===== src/float_scale_to_saturated_int_unit_macros.svh =====
// Assertion macros for the scale-and-convert unit.
// Used by the top level only; no other dependencies.
`ifndef FLOAT_SCALE_TO_SATURATED_INT_UNIT_MACROS_SVH
`define FLOAT_SCALE_TO_SATURATED_INT_UNIT_MACROS_SVH

// Implication checked in the same cycle
`define FSI_ASSERT_NOW(label, ante, cons, msg) \
    label: assert property (@(posedge i_clk) disable iff (!i_rst_n) (ante) |-> (cons)) \
        else $error(msg);

// Implication checked in the next cycle
`define FSI_ASSERT_NEXT(label, ante, cons, msg) \
    label: assert property (@(posedge i_clk) disable iff (!i_rst_n) (ante) |=> (cons)) \
        else $error(msg);

`endif


===== src/fsi_pkg.sv =====
// Shared types, mode codes and range limits for the scale-and-convert unit.
// No dependencies.
package fsi_pkg;

    localparam int MantW = 24;
    localparam int ProdW = 2 * MantW;
    localparam int QW    = 41;

    typedef enum logic [1:0] {
        MODE_I16 = 2'd0,
        MODE_U16 = 2'd1,
        MODE_U8  = 2'd2,
        MODE_I32 = 2'd3
    } t_mode;

    // unpacked single-precision operand, mantissa normalised to bit 23
    typedef struct packed {
        logic              sign;
        logic [MantW-1:0]  mant;
        logic signed [8:0] expo;
        logic              zero;
        logic              inf;
        logic              nan;
    } t_op;

    // per-transaction control carried down the pipe
    typedef struct packed {
        t_mode mode;
        logic  sign;
        logic  kill;    // result zero, not saturated
        logic  nf;      // value not finite
        logic  bigsat;  // clamp to the limit of the sign
    } t_ctl;

    function automatic logic [31:0] hi_lim(input t_mode m);
        logic [31:0] v;
        begin
            case (m)
                MODE_I16: v = 32'd32767;
                MODE_U16: v = 32'd65535;
                MODE_U8:  v = 32'd255;
                MODE_I32: v = 32'h7FFF_FFFF;
                default:  v = 32'd0;
            endcase
            return v;
        end
    endfunction

    // magnitude of the lower limit
    function automatic logic [31:0] lo_mag(input t_mode m);
        logic [31:0] v;
        begin
            case (m)
                MODE_I16: v = 32'd32768;
                MODE_I32: v = 32'h8000_0000;
                default:  v = 32'd0;
            endcase
            return v;
        end
    endfunction

endpackage


===== src/fsi_unpack.sv =====
// Splits a single-precision word into sign, exponent and normalised mantissa.
// Depends on fsi_pkg.
module fsi_unpack import fsi_pkg::*; (
    input  logic [31:0] i_bits,
    output t_op         o_op
);
    logic [7:0]  expf;
    logic [22:0] frac;
    logic [4:0]  msb;
    logic [4:0]  shamt;

    assign expf = i_bits[30:23];
    assign frac = i_bits[22:0];

    // leading one of a subnormal fraction
    always_comb begin
        msb = 5'd0;
        for (int i = 0; i < 23; i++) begin
            if (frac[i]) msb = 5'(i);
        end
    end

    assign shamt = 5'd23 - msb;

    always_comb begin
        o_op.sign = i_bits[31];
        o_op.zero = (expf == 8'd0) && (frac == 23'd0);
        o_op.inf  = (expf == 8'hFF) && (frac == 23'd0);
        o_op.nan  = (expf == 8'hFF) && (frac != 23'd0);
        if (expf == 8'd0) begin
            o_op.mant = {1'b0, frac} << shamt;
            o_op.expo = $signed({4'b0, msb}) - 9'sd149;
        end else begin
            o_op.mant = {1'b1, frac};
            o_op.expo = $signed({1'b0, expf}) - 9'sd127;
        end
    end
endmodule


===== src/fsi_round.sv =====
// Normalises the 48-bit product and, for the narrow modes, rounds it to
// single precision (nearest even). Depends on fsi_pkg.
module fsi_round import fsi_pkg::*; (
    input  logic [ProdW-1:0]  i_prod,
    input  logic signed [9:0] i_esum,
    input  logic              i_narrow,
    output logic [ProdW-1:0]  o_norm,
    output logic signed [9:0] o_expo
);
    logic [ProdW-1:0]  n;
    logic signed [9:0] e;
    logic              up;
    logic [MantW:0]    rnd;

    // leading one sits at bit 47 or 46
    always_comb begin
        if (i_prod[ProdW-1]) begin
            n = i_prod;
            e = i_esum + 10'sd1;
        end else begin
            n = i_prod << 1;
            e = i_esum;
        end
    end

    assign up  = n[MantW-1] & ((|n[MantW-2:0]) | n[MantW]);
    assign rnd = {1'b0, n[ProdW-1:MantW]} + {{MantW{1'b0}}, up};

    always_comb begin
        if (!i_narrow) begin
            o_norm = n;
            o_expo = e;
        end else if (rnd[MantW]) begin
            o_norm = {1'b1, {(ProdW-1){1'b0}}};
            o_expo = e + 10'sd1;
        end else begin
            o_norm = {rnd[MantW-1:0], {MantW{1'b0}}};
            o_expo = e;
        end
    end
endmodule


===== src/fsi_shift.sv =====
// Aligns the normalised product to the binary point: integer part plus the
// half bit. Depends on fsi_pkg.
module fsi_shift import fsi_pkg::*; (
    input  logic [ProdW-1:0]  i_norm,
    input  logic signed [9:0] i_expo,
    output logic [QW-1:0]     o_q
);
    logic [5:0]       sh;
    logic [ProdW:0]   wide;

    // exponents outside -1..39 give zero here
    assign sh   = 6'(10'sd47 - i_expo);
    assign wide = {i_norm, 1'b0} >> sh;

    always_comb begin
        if (i_expo < -10'sd1 || i_expo > 10'sd39) o_q = '0;
        else                                      o_q = wide[QW-1:0];
    end
endmodule


===== src/fsi_clamp.sv =====
// Rounds half away from zero and clamps to the range of the mode.
// Depends on fsi_pkg.
module fsi_clamp import fsi_pkg::*; (
    input  logic [QW-1:0] i_q,
    input  t_ctl          i_ctl,
    output logic [31:0]   o_result,
    output logic          o_sat
);
    logic [QW-1:0] mag;
    logic [31:0]   hi;
    logic [31:0]   lom;
    logic [31:0]   lo;

    assign mag = {1'b0, i_q[QW-1:1]} + {{(QW-1){1'b0}}, i_q[0]};
    assign hi  = hi_lim(i_ctl.mode);
    assign lom = lo_mag(i_ctl.mode);
    assign lo  = 32'd0 - lom;

    always_comb begin
        o_result = 32'd0;
        o_sat    = 1'b0;
        if (i_ctl.kill) begin
            o_result = 32'd0;
        end else if (i_ctl.bigsat) begin
            o_sat    = 1'b1;
            o_result = i_ctl.sign ? lo : hi;
        end else if (i_ctl.sign) begin
            if (mag > {9'd0, lom}) begin
                o_sat    = 1'b1;
                o_result = lo;
            end else begin
                o_result = 32'd0 - mag[31:0];
            end
        end else begin
            if (mag > {9'd0, hi}) begin
                o_sat    = 1'b1;
                o_result = hi;
            end else begin
                o_result = mag[31:0];
            end
        end
    end
endmodule


===== src/float_scale_to_saturated_int_unit.sv =====
//  channel | valid   | stall   | payload
//  in      | i_valid | o_stall | i_cmd, i_value_bits, i_scale_bits
//  out     | o_valid | i_stall | o_result, o_saturated, o_not_finite
//
// Five register stages: unpack, 24x24 multiply, normalise/round, align,
// round-and-clamp. One transaction per cycle while the output is not stalled;
// the multiplier and the alignment shifter each have a stage of their own.
// Synchronous active-low reset clears the valid bits only.
// A stalled output freezes the whole pipe; nothing is dropped or repeated.
// Depends on fsi_pkg and the fsi_* stage modules.
`include "float_scale_to_saturated_int_unit_macros.svh"
module float_scale_to_saturated_int_unit import fsi_pkg::*; (
    input  logic        i_clk,
    input  logic        i_rst_n,
    input  logic        i_valid,
    output logic        o_stall,
    input  logic [1:0]  i_cmd,
    input  logic [31:0] i_value_bits,
    input  logic [31:0] i_scale_bits,
    output logic        o_valid,
    input  logic        i_stall,
    output logic [31:0] o_result,
    output logic        o_saturated,
    output logic        o_not_finite
);
    logic en;

    t_op  va, vs;
    t_ctl n_ctl1;
    t_ctl n_ctl3;
    logic signed [9:0] n_esum;

    logic                r_v1, r_v2, r_v3, r_v4, r_v5;
    t_ctl                r_ctl1, r_ctl2, r_ctl3, r_ctl4;
    logic [MantW-1:0]    r_ma1, r_mb1;
    logic signed [9:0]   r_esum1, r_esum2, r_e3;
    logic [ProdW-1:0]    r_prod2, r_n3;
    logic [QW-1:0]       r_q4;
    logic [31:0]         r_result5;
    logic                r_sat5, r_nf5;

    logic [ProdW-1:0]    n_norm;
    logic signed [9:0]   n_e;
    logic [QW-1:0]       n_q;
    logic [31:0]         n_result;
    logic                n_sat;
    logic                uns;

    // pipe moves unless a finished result is held
    assign en      = !(r_v5 && i_stall);
    assign o_stall = r_v5 && i_stall;

    // stage 1: classify operands
    fsi_unpack u_unpack_v (.i_bits(i_value_bits), .o_op(va));
    fsi_unpack u_unpack_s (.i_bits(i_scale_bits), .o_op(vs));

    assign uns = (t_mode'(i_cmd) == MODE_U16) || (t_mode'(i_cmd) == MODE_U8);

    always_comb begin
        n_ctl1.mode   = t_mode'(i_cmd);
        n_ctl1.sign   = va.sign ^ vs.sign;
        n_ctl1.nf     = va.inf || va.nan;
        n_ctl1.kill   = va.inf || va.nan || (uns && (va.sign || va.zero)) ||
                        vs.nan || va.zero || vs.zero;
        n_ctl1.bigsat = vs.inf;
        n_esum        = $signed({va.expo[8], va.expo}) + $signed({vs.expo[8], vs.expo});
    end

    // stage 3, 4 and 5 logic
    fsi_round u_round (
        .i_prod(r_prod2), .i_esum(r_esum2), .i_narrow(r_ctl2.mode != MODE_I32),
        .o_norm(n_norm), .o_expo(n_e)
    );
    fsi_shift u_shift (.i_norm(r_n3), .i_expo(r_e3), .o_q(n_q));
    fsi_clamp u_clamp (.i_q(r_q4), .i_ctl(r_ctl4), .o_result(n_result), .o_sat(n_sat));

    // product of 2^40 or more clamps to the limit of its sign
    always_comb begin
        n_ctl3        = r_ctl2;
        n_ctl3.bigsat = r_ctl2.bigsat || (!r_ctl2.kill && (n_e >= 10'sd40));
    end

    // valid bits
    always_ff @(posedge i_clk) begin
        if (!i_rst_n) begin
            r_v1 <= 1'b0;
            r_v2 <= 1'b0;
            r_v3 <= 1'b0;
            r_v4 <= 1'b0;
            r_v5 <= 1'b0;
        end else if (en) begin
            r_v1 <= i_valid;
            r_v2 <= r_v1;
            r_v3 <= r_v2;
            r_v4 <= r_v3;
            r_v5 <= r_v4;
        end
    end

    // payload stages
    always_ff @(posedge i_clk) begin
        if (en) begin
            r_ctl1  <= n_ctl1;
            r_ma1   <= va.mant;
            r_mb1   <= vs.mant;
            r_esum1 <= n_esum;

            r_ctl2  <= r_ctl1;
            r_prod2 <= r_ma1 * r_mb1;
            r_esum2 <= r_esum1;

            r_ctl3  <= n_ctl3;
            r_n3    <= n_norm;
            r_e3    <= n_e;

            r_ctl4 <= r_ctl3;
            r_q4   <= n_q;

            r_result5 <= n_result;
            r_sat5    <= n_sat && !r_ctl4.nf;
            r_nf5     <= r_ctl4.nf;
        end
    end

    assign o_valid      = r_v5;
    assign o_result     = r_result5;
    assign o_saturated  = r_sat5;
    assign o_not_finite = r_nf5;

    `FSI_ASSERT_NOW(a_nf_zero, o_valid && o_not_finite, !o_saturated && (o_result == '0), "nf")
    `FSI_ASSERT_NEXT(a_hold, o_valid && i_stall, o_valid && $stable(o_result), "held result lost")
    `FSI_ASSERT_NOW(a_stall_src, o_stall, o_valid, "input stalled without a waiting result")

endmodule


===== config.mk =====
export PLATFORM = sky130hd
export DESIGN_NAME = float_scale_to_saturated_int_unit
export DESIGN_NICKNAME = d
export VERILOG_FILES = /design/src/fsi_pkg.sv /design/src/fsi_unpack.sv /design/src/fsi_round.sv /design/src/fsi_shift.sv /design/src/fsi_clamp.sv /design/src/float_scale_to_saturated_int_unit.sv
export VERILOG_INCLUDE_DIRS = /design/src /design/src/src
export SDC_FILE = /design/constraint.sdc
export NUM_CORES = 2
export LEC_CHECK = 0
export ABC_AREA = 1
export BUFFER_PORTS_ARGS = -buffer_cell sky130_fd_sc_hd__buf_4
export CAP_MARGIN = 10
export CORE_ASPECT_RATIO = 1.75
export CORE_MARGIN = 4
export CORE_UTILIZATION = 65
export CTS_CLUSTER_DIAMETER = 40
export DETAILED_ROUTE_END_ITERATION = 8
export PLACE_DENSITY_LB_ADDON = 0.15
export REMOVE_ABC_BUFFERS = 1
export SYNTH_ARGS = -nofsm -noshare
export SYNTH_HDL_FRONTEND = slang
export SYNTH_SLANG_ARGS = --single-unit

===== constraint.sdc =====
create_clock -name i_clk -period 14.1 [get_ports i_clk]
set_input_delay 2.82 -clock i_clk [delete_from_list [all_inputs] [get_ports i_clk]]
set_output_delay 2.82 -clock i_clk [all_outputs]
set_load 0.1 [all_outputs]

Yosys cells after proc, flatten, opt, wreduce, memory -nomap -nowiden
Cells that the tools add are included.
W data, S select, Z words.
{"block": "totals", "word_cells": 165, "register_bits": 278, "inputBits": 70, "out_inout_bits": 36}
{"block": "op_classes", "n_addsub": 14, "n_lt_le_gt_ge": 5, "bitwise_logic": 3, "mul": 1, "reduce_logical": 29, "n_eq_ne": 8, "muxes": 64, "n_shift": 3}
{"cell": "$mux W32", "count": 7}
{"cell": "$mux W48", "count": 3}
{"cell": "$pmux W32 S4", "count": 1}
{"cell": "$gt A41 B32 Y1", "count": 2}
{"cell": "$mux W5", "count": 14}
{"cell": "$mux W4", "count": 16}
{"cell": "$pmux W32 S2", "count": 1}
{"cell": "$sub A1 B32 Y32 const A", "count": 2}
{"cell": "$shr A49 B6 Y41", "count": 1}
{"cell": "$mul A24 B24 Y48", "count": 1}
{"cell": "$shl A23 B5 Y24", "count": 2}
{"cell": "$logic_not A23 Y1", "count": 2}
{"cell": "$reduce_bool A23 Y1", "count": 2}
{"cell": "$add A40 B1 Y41", "count": 1}
{"cell": "$mux W10", "count": 3}
{"cell": "$add A24 B1 Y25", "count": 1}
{"cell": "$mux W3", "count": 8}
{"cell": "$reduce_or A23 Y1", "count": 1}
{"cell": "$add A10 B2 Y10 const B", "count": 2}
{"cell": "$sub A5 B8 Y9 const B", "count": 2}
{"cell": "$sub A8 B7 Y9 const B", "count": 2}
{"cell": "$eq A8 B8 Y1 const B", "count": 2}
{"cell": "$logic_not A8 Y1", "count": 2}
{"cell": "$add A9 B9 Y10", "count": 1}
{"cell": "17 further kinds", "count": 48}

Longest topological paths before layout
{"block": "depth", "ltp_word": 26, "ltp_mapped": 40, "mapped_depth_nobuf": 39}

Cells and area by module
From an unflattened synthesis, not the netlist that was laid out.
{"block": "hier_totals", "cells_unflattened": 6105, "hier_area_um2": 42963.7}
{"module": "float_scale_to_saturated_int_unit", "n_inst": 1, "seq_area_each_um2": 8298.0, "cells_each": 3242, "area_each_um2": 29417.0}
{"module": "fsi_clamp", "n_inst": 1, "seq_area_each_um2": 0.0, "cells_each": 867, "area_each_um2": 4332.9}
{"module": "fsi_unpack", "n_inst": 2, "seq_area_each_um2": 0.0, "cells_each": 425, "area_each_um2": 1949.4}
{"module": "fsi_shift", "n_inst": 1, "seq_area_each_um2": 0.0, "cells_each": 654, "area_each_um2": 2985.4}
{"module": "fsi_round", "n_inst": 1, "seq_area_each_um2": 0.0, "cells_each": 492, "area_each_um2": 2329.7}

Least setup slack after synthesis
OpenSTA, ideal clock, no wires.
{"block": "synth_path", "path_kind": "input port to output port", "from": "input port i_stall", "to": "output port o_stall", "n_path_buf": 0, "cell_stages": 2, "required_ns": 11.280, "path_slack_ns": -0.381, "arrival_ns": 11.661, "cell_sequence": "nand2_1 > inv_1"}
{"block": "synth_via", "elab_chain_cells": 1}
{"item": "start, declared", "line_no": "float_scale_to_saturated_int_unit.sv:21", "text": "input logic i_stall,"}
{"item": "$logic_and A1 B1 Y1", "line_no": "float_scale_to_saturated_int_unit.sv:51", "text": "assign o_stall = r_v5 && i_stall;"}
{"item": "end, declared", "line_no": "float_scale_to_saturated_int_unit.sv:16", "text": "output logic o_stall,"}
Every way passes these cells.

Final worst setup path
{"block": "layout_path", "from": "register r_ma1[12]", "to": "register r_prod2[44], data pin"}
{"block": "layout_via", "elab_chain_cells": 1}
{"item": "start, declared", "line_no": "float_scale_to_saturated_int_unit.sv:35", "text": "logic [MantW-1:0] r_ma1, r_mb1;"}
{"item": "start signal, assigned", "line_no": "float_scale_to_saturated_int_unit.sv:104", "text": "r_ma1 <= va.mant;"}
{"item": "$mul A24 B24 Y48", "line_no": "float_scale_to_saturated_int_unit.sv:109", "text": "r_prod2 <= r_ma1 * r_mb1;"}
{"item": "end signal, assigned", "line_no": "float_scale_to_saturated_int_unit.sv:109"}
{"item": "end, declared", "line_no": "float_scale_to_saturated_int_unit.sv:37", "text": "logic [ProdW-1:0] r_prod2, r_n3;"}
Every way passes these cells.
A chain may end at the register's enable or synchronous reset.

==> flow_metrics.tcl <==
set metrics [dict create \
    final_nets 5980 \
    placement_rows 119 \
    post_cts_buffers 0 \
    regToRegSetupSlack_ns 6.09 \
    grt_pass1_vias 37100 \
    dr.pass1.iters 8 \
    dp_cells 5949 \
    synth.distinct_cells 72 \
    synth-edff-count 273 \
    drv_cap 0 \
    worst_slew_margin_rel 0.144 \
    fp.dieW_um 195 \
    setup_viol 0 \
    place_congestion 1.01 \
    period_needed_ns 8.01 \
    drt_iter0_drc 2499 \
    syn_area_um2 39800 \
    crit_arrival_ns 8.35 \
    routedWlPerCell_um 21.2 \
    cts_max_level 1 \
    remaining_drc_errors 2 \
    cts_hold_buf 0 \
    fin_setup_tns_ns 0 \
    synth-seq-cells 278 \
    syn_to_final_growth_pct 6.13 \
    max_freq_mhz 125 \
    cts_resized 0 \
    grt_start_max_net_pins 160 \
    numCtsBuffers 29 \
    violations "DRC" \
    io_pins 106 \
    fin_skew_ns 0.0189 \
    cts_root_buffer "clkbuf_16" \
    wl_um 127000 \
    hp-class "register to register" \
    crit_required_ns 14.43 \
    crit_type "register to register" \
    cp_max_fo 24 \
    die_y_um 335 \
    end_kind "register" \
    hold_viol_final 0 \
    final_common_cell "nand2_1" \
    startpoint_type "register" \
    io_buffers 105 \
    vias_per_cell 5.90 \
    status "finished with violations" \
    synthCells 5205 \
    rsz0062_at_grt "false" \
    mostFrequentLayoutCells "nand2_1 (1313), inv_1 (1161), fa_1 (483)" \
    slew_violations 0 \
    die_area_um2 65300 \
    synth_ff_type "edfxtp_1" \
    dp_slack_ns 6.20 \
    path_clk_slew_ns 0.07 \
    cts_tree "done" \
    finalNonFillerCells 6003 \
    clock_latency_ns 0.59 \
    syn_area_per_cell_um2 7.64 \
    grt_pass1_wl_um 197000 \
    worst_slack_ns 6.09 \
    clkSinkCount 278 \
    globalRouteTotalUtil 0.388 \
    synthArstFlopShare 0 \
    post-route-period-util 0.568 \
    worst_pin_slew_ns 1.28 \
    final_util 0.698 \
    start_util 0.658 \
    dp_hpwl_um 102000 \
    postRouteAntennaNets 0 \
    design.core.area_um2 60500 \
    layout-drive-gt1-share 0.0569 \
    vias 35400 \
    clockBufferDepth 3 \
    overflow 0 \
    ys_seq_area_frac 0.209 \
    ys_warn_count 0 \
    antenna_found_initial 0 \
]
logic make-up (layout without fill, tap and decap cells):
kind of cell / count (synthesis) / after routing / share of synthesized area
adder cells (fa/ha/maj): 716 / 716 / 0.317
flip-flops: 278 / 278 / 0.209
multiplexers: 55 / 55 / 0.0138
AO/OA/AOI/OAI: 521 / 521 / 0.0744
AND/OR/NAND/NOR: 2121 / 2121 / 0.225
buffers and inverters: 1390 / 1401 / 0.133
other: 0 / 1 / 0
XOR/XNOR: 124 / 124 / 0.0284
worst max-delay path, cell delays in order, from the launching register on:
cell       delay, ns
edfxtp_1        1.15
nand2_1         0.19
fa_1            0.58
inv_1           0.05
fa_1            0.52
inv_1           0.05
fa_1            0.46
fa_1            0.51
inv_1           0.05
fa_1            0.50
fa_1            0.56
inv_1           0.06
fa_1            0.53
inv_1           0.04
ha_1            0.35
a21oi_1         0.21
o21a_1          0.13
o21ai_0         0.12
nand2_1         0.09
o211ai_1        0.08
a31oi_1         0.50
o31ai_1         0.23
a21oi_1         0.31
nor2_1          0.09
nand2_1         0.07
o2111ai_1       0.12
xor2_1          0.17
cell usage after synthesis, drive strengths merged (14+ instances only):
cell    number  share of area
nor2       298          0.031
ha         233          0.073
nor3        52         0.0072
a21oi      151          0.019
nand2     1327           0.13
o22ai       34         0.0053
o211ai      15         0.0028
fa         483           0.24
o21ai      231          0.030
a31oi       23         0.0036
mux2i       55          0.014
or2         16         0.0025
nor4        23         0.0042
edfxtp     273           0.21
clkbuf     176          0.017
o221ai      14         0.0031
xor2        86          0.020
nand4       43         0.0073
inv       1174           0.11
buf         32         0.0044
nand3      342          0.044
xnor2       38         0.0084
metrics by stage:
step | cell area [um^2] | hold slack, ns
finish | 42200 | 0.420
global placement | 41200 | 0.401
detailed placement | 41200 | 0.405
CTS | 42200 | 0.420
global route | 42200 | 0.426
floorplan | 38900 | 0.400
final timing paths:
path | start | to | cells after the start
worst max register to register | r_ma1[12] | r_prod2[44] | 26
worst max-delay path | r_ma1[12] | r_prod2[44] | 26
worst min-delay path | r_ctl1[2] | n_ctl3[2] | 0
worst min register to register | r_ctl1[2] | n_ctl3[2] | 0
layer usage:
layer | wire length, um | global-route usage | share of wire
met5 | 0 | 0 | 0
met4 | 14600 | 0.341 | 0.11
met3 | 8560 | 0.0571 | 0.067
met2 | 67300 | 0.729 | 0.53
met1 | 36700 | 0.356 | 0.29
final cells by class:
| type | instances | area, um^2 |
|---|---|---|
| clock inverters | 19 | 273 |
| diodes | 1 | 2.50 |
| well taps | 786 | 983 |
| multi-input cells | 3537 | 26200 |
| clock buffers | 34 | 744 |
| flip-flops and latches | 278 | 8300 |
| inverters | 1182 | 4440 |
| repair buffers | 166 | 1260 |
| fillers | 5041 | 18300 |
sequential cells by signal (all words and copies together), names as in the netlist, 10 cells and up:
register and cells:
o_result 32, r_e3 10, r_esum1 10, r_esum2 10, r_ma1 24, r_mb1 24
r_n3 48, r_prod2 48, r_q4 41
Power is not shown: default switching activity piles up to over one toggle a cycle in this logic, so the estimate is an artifact.
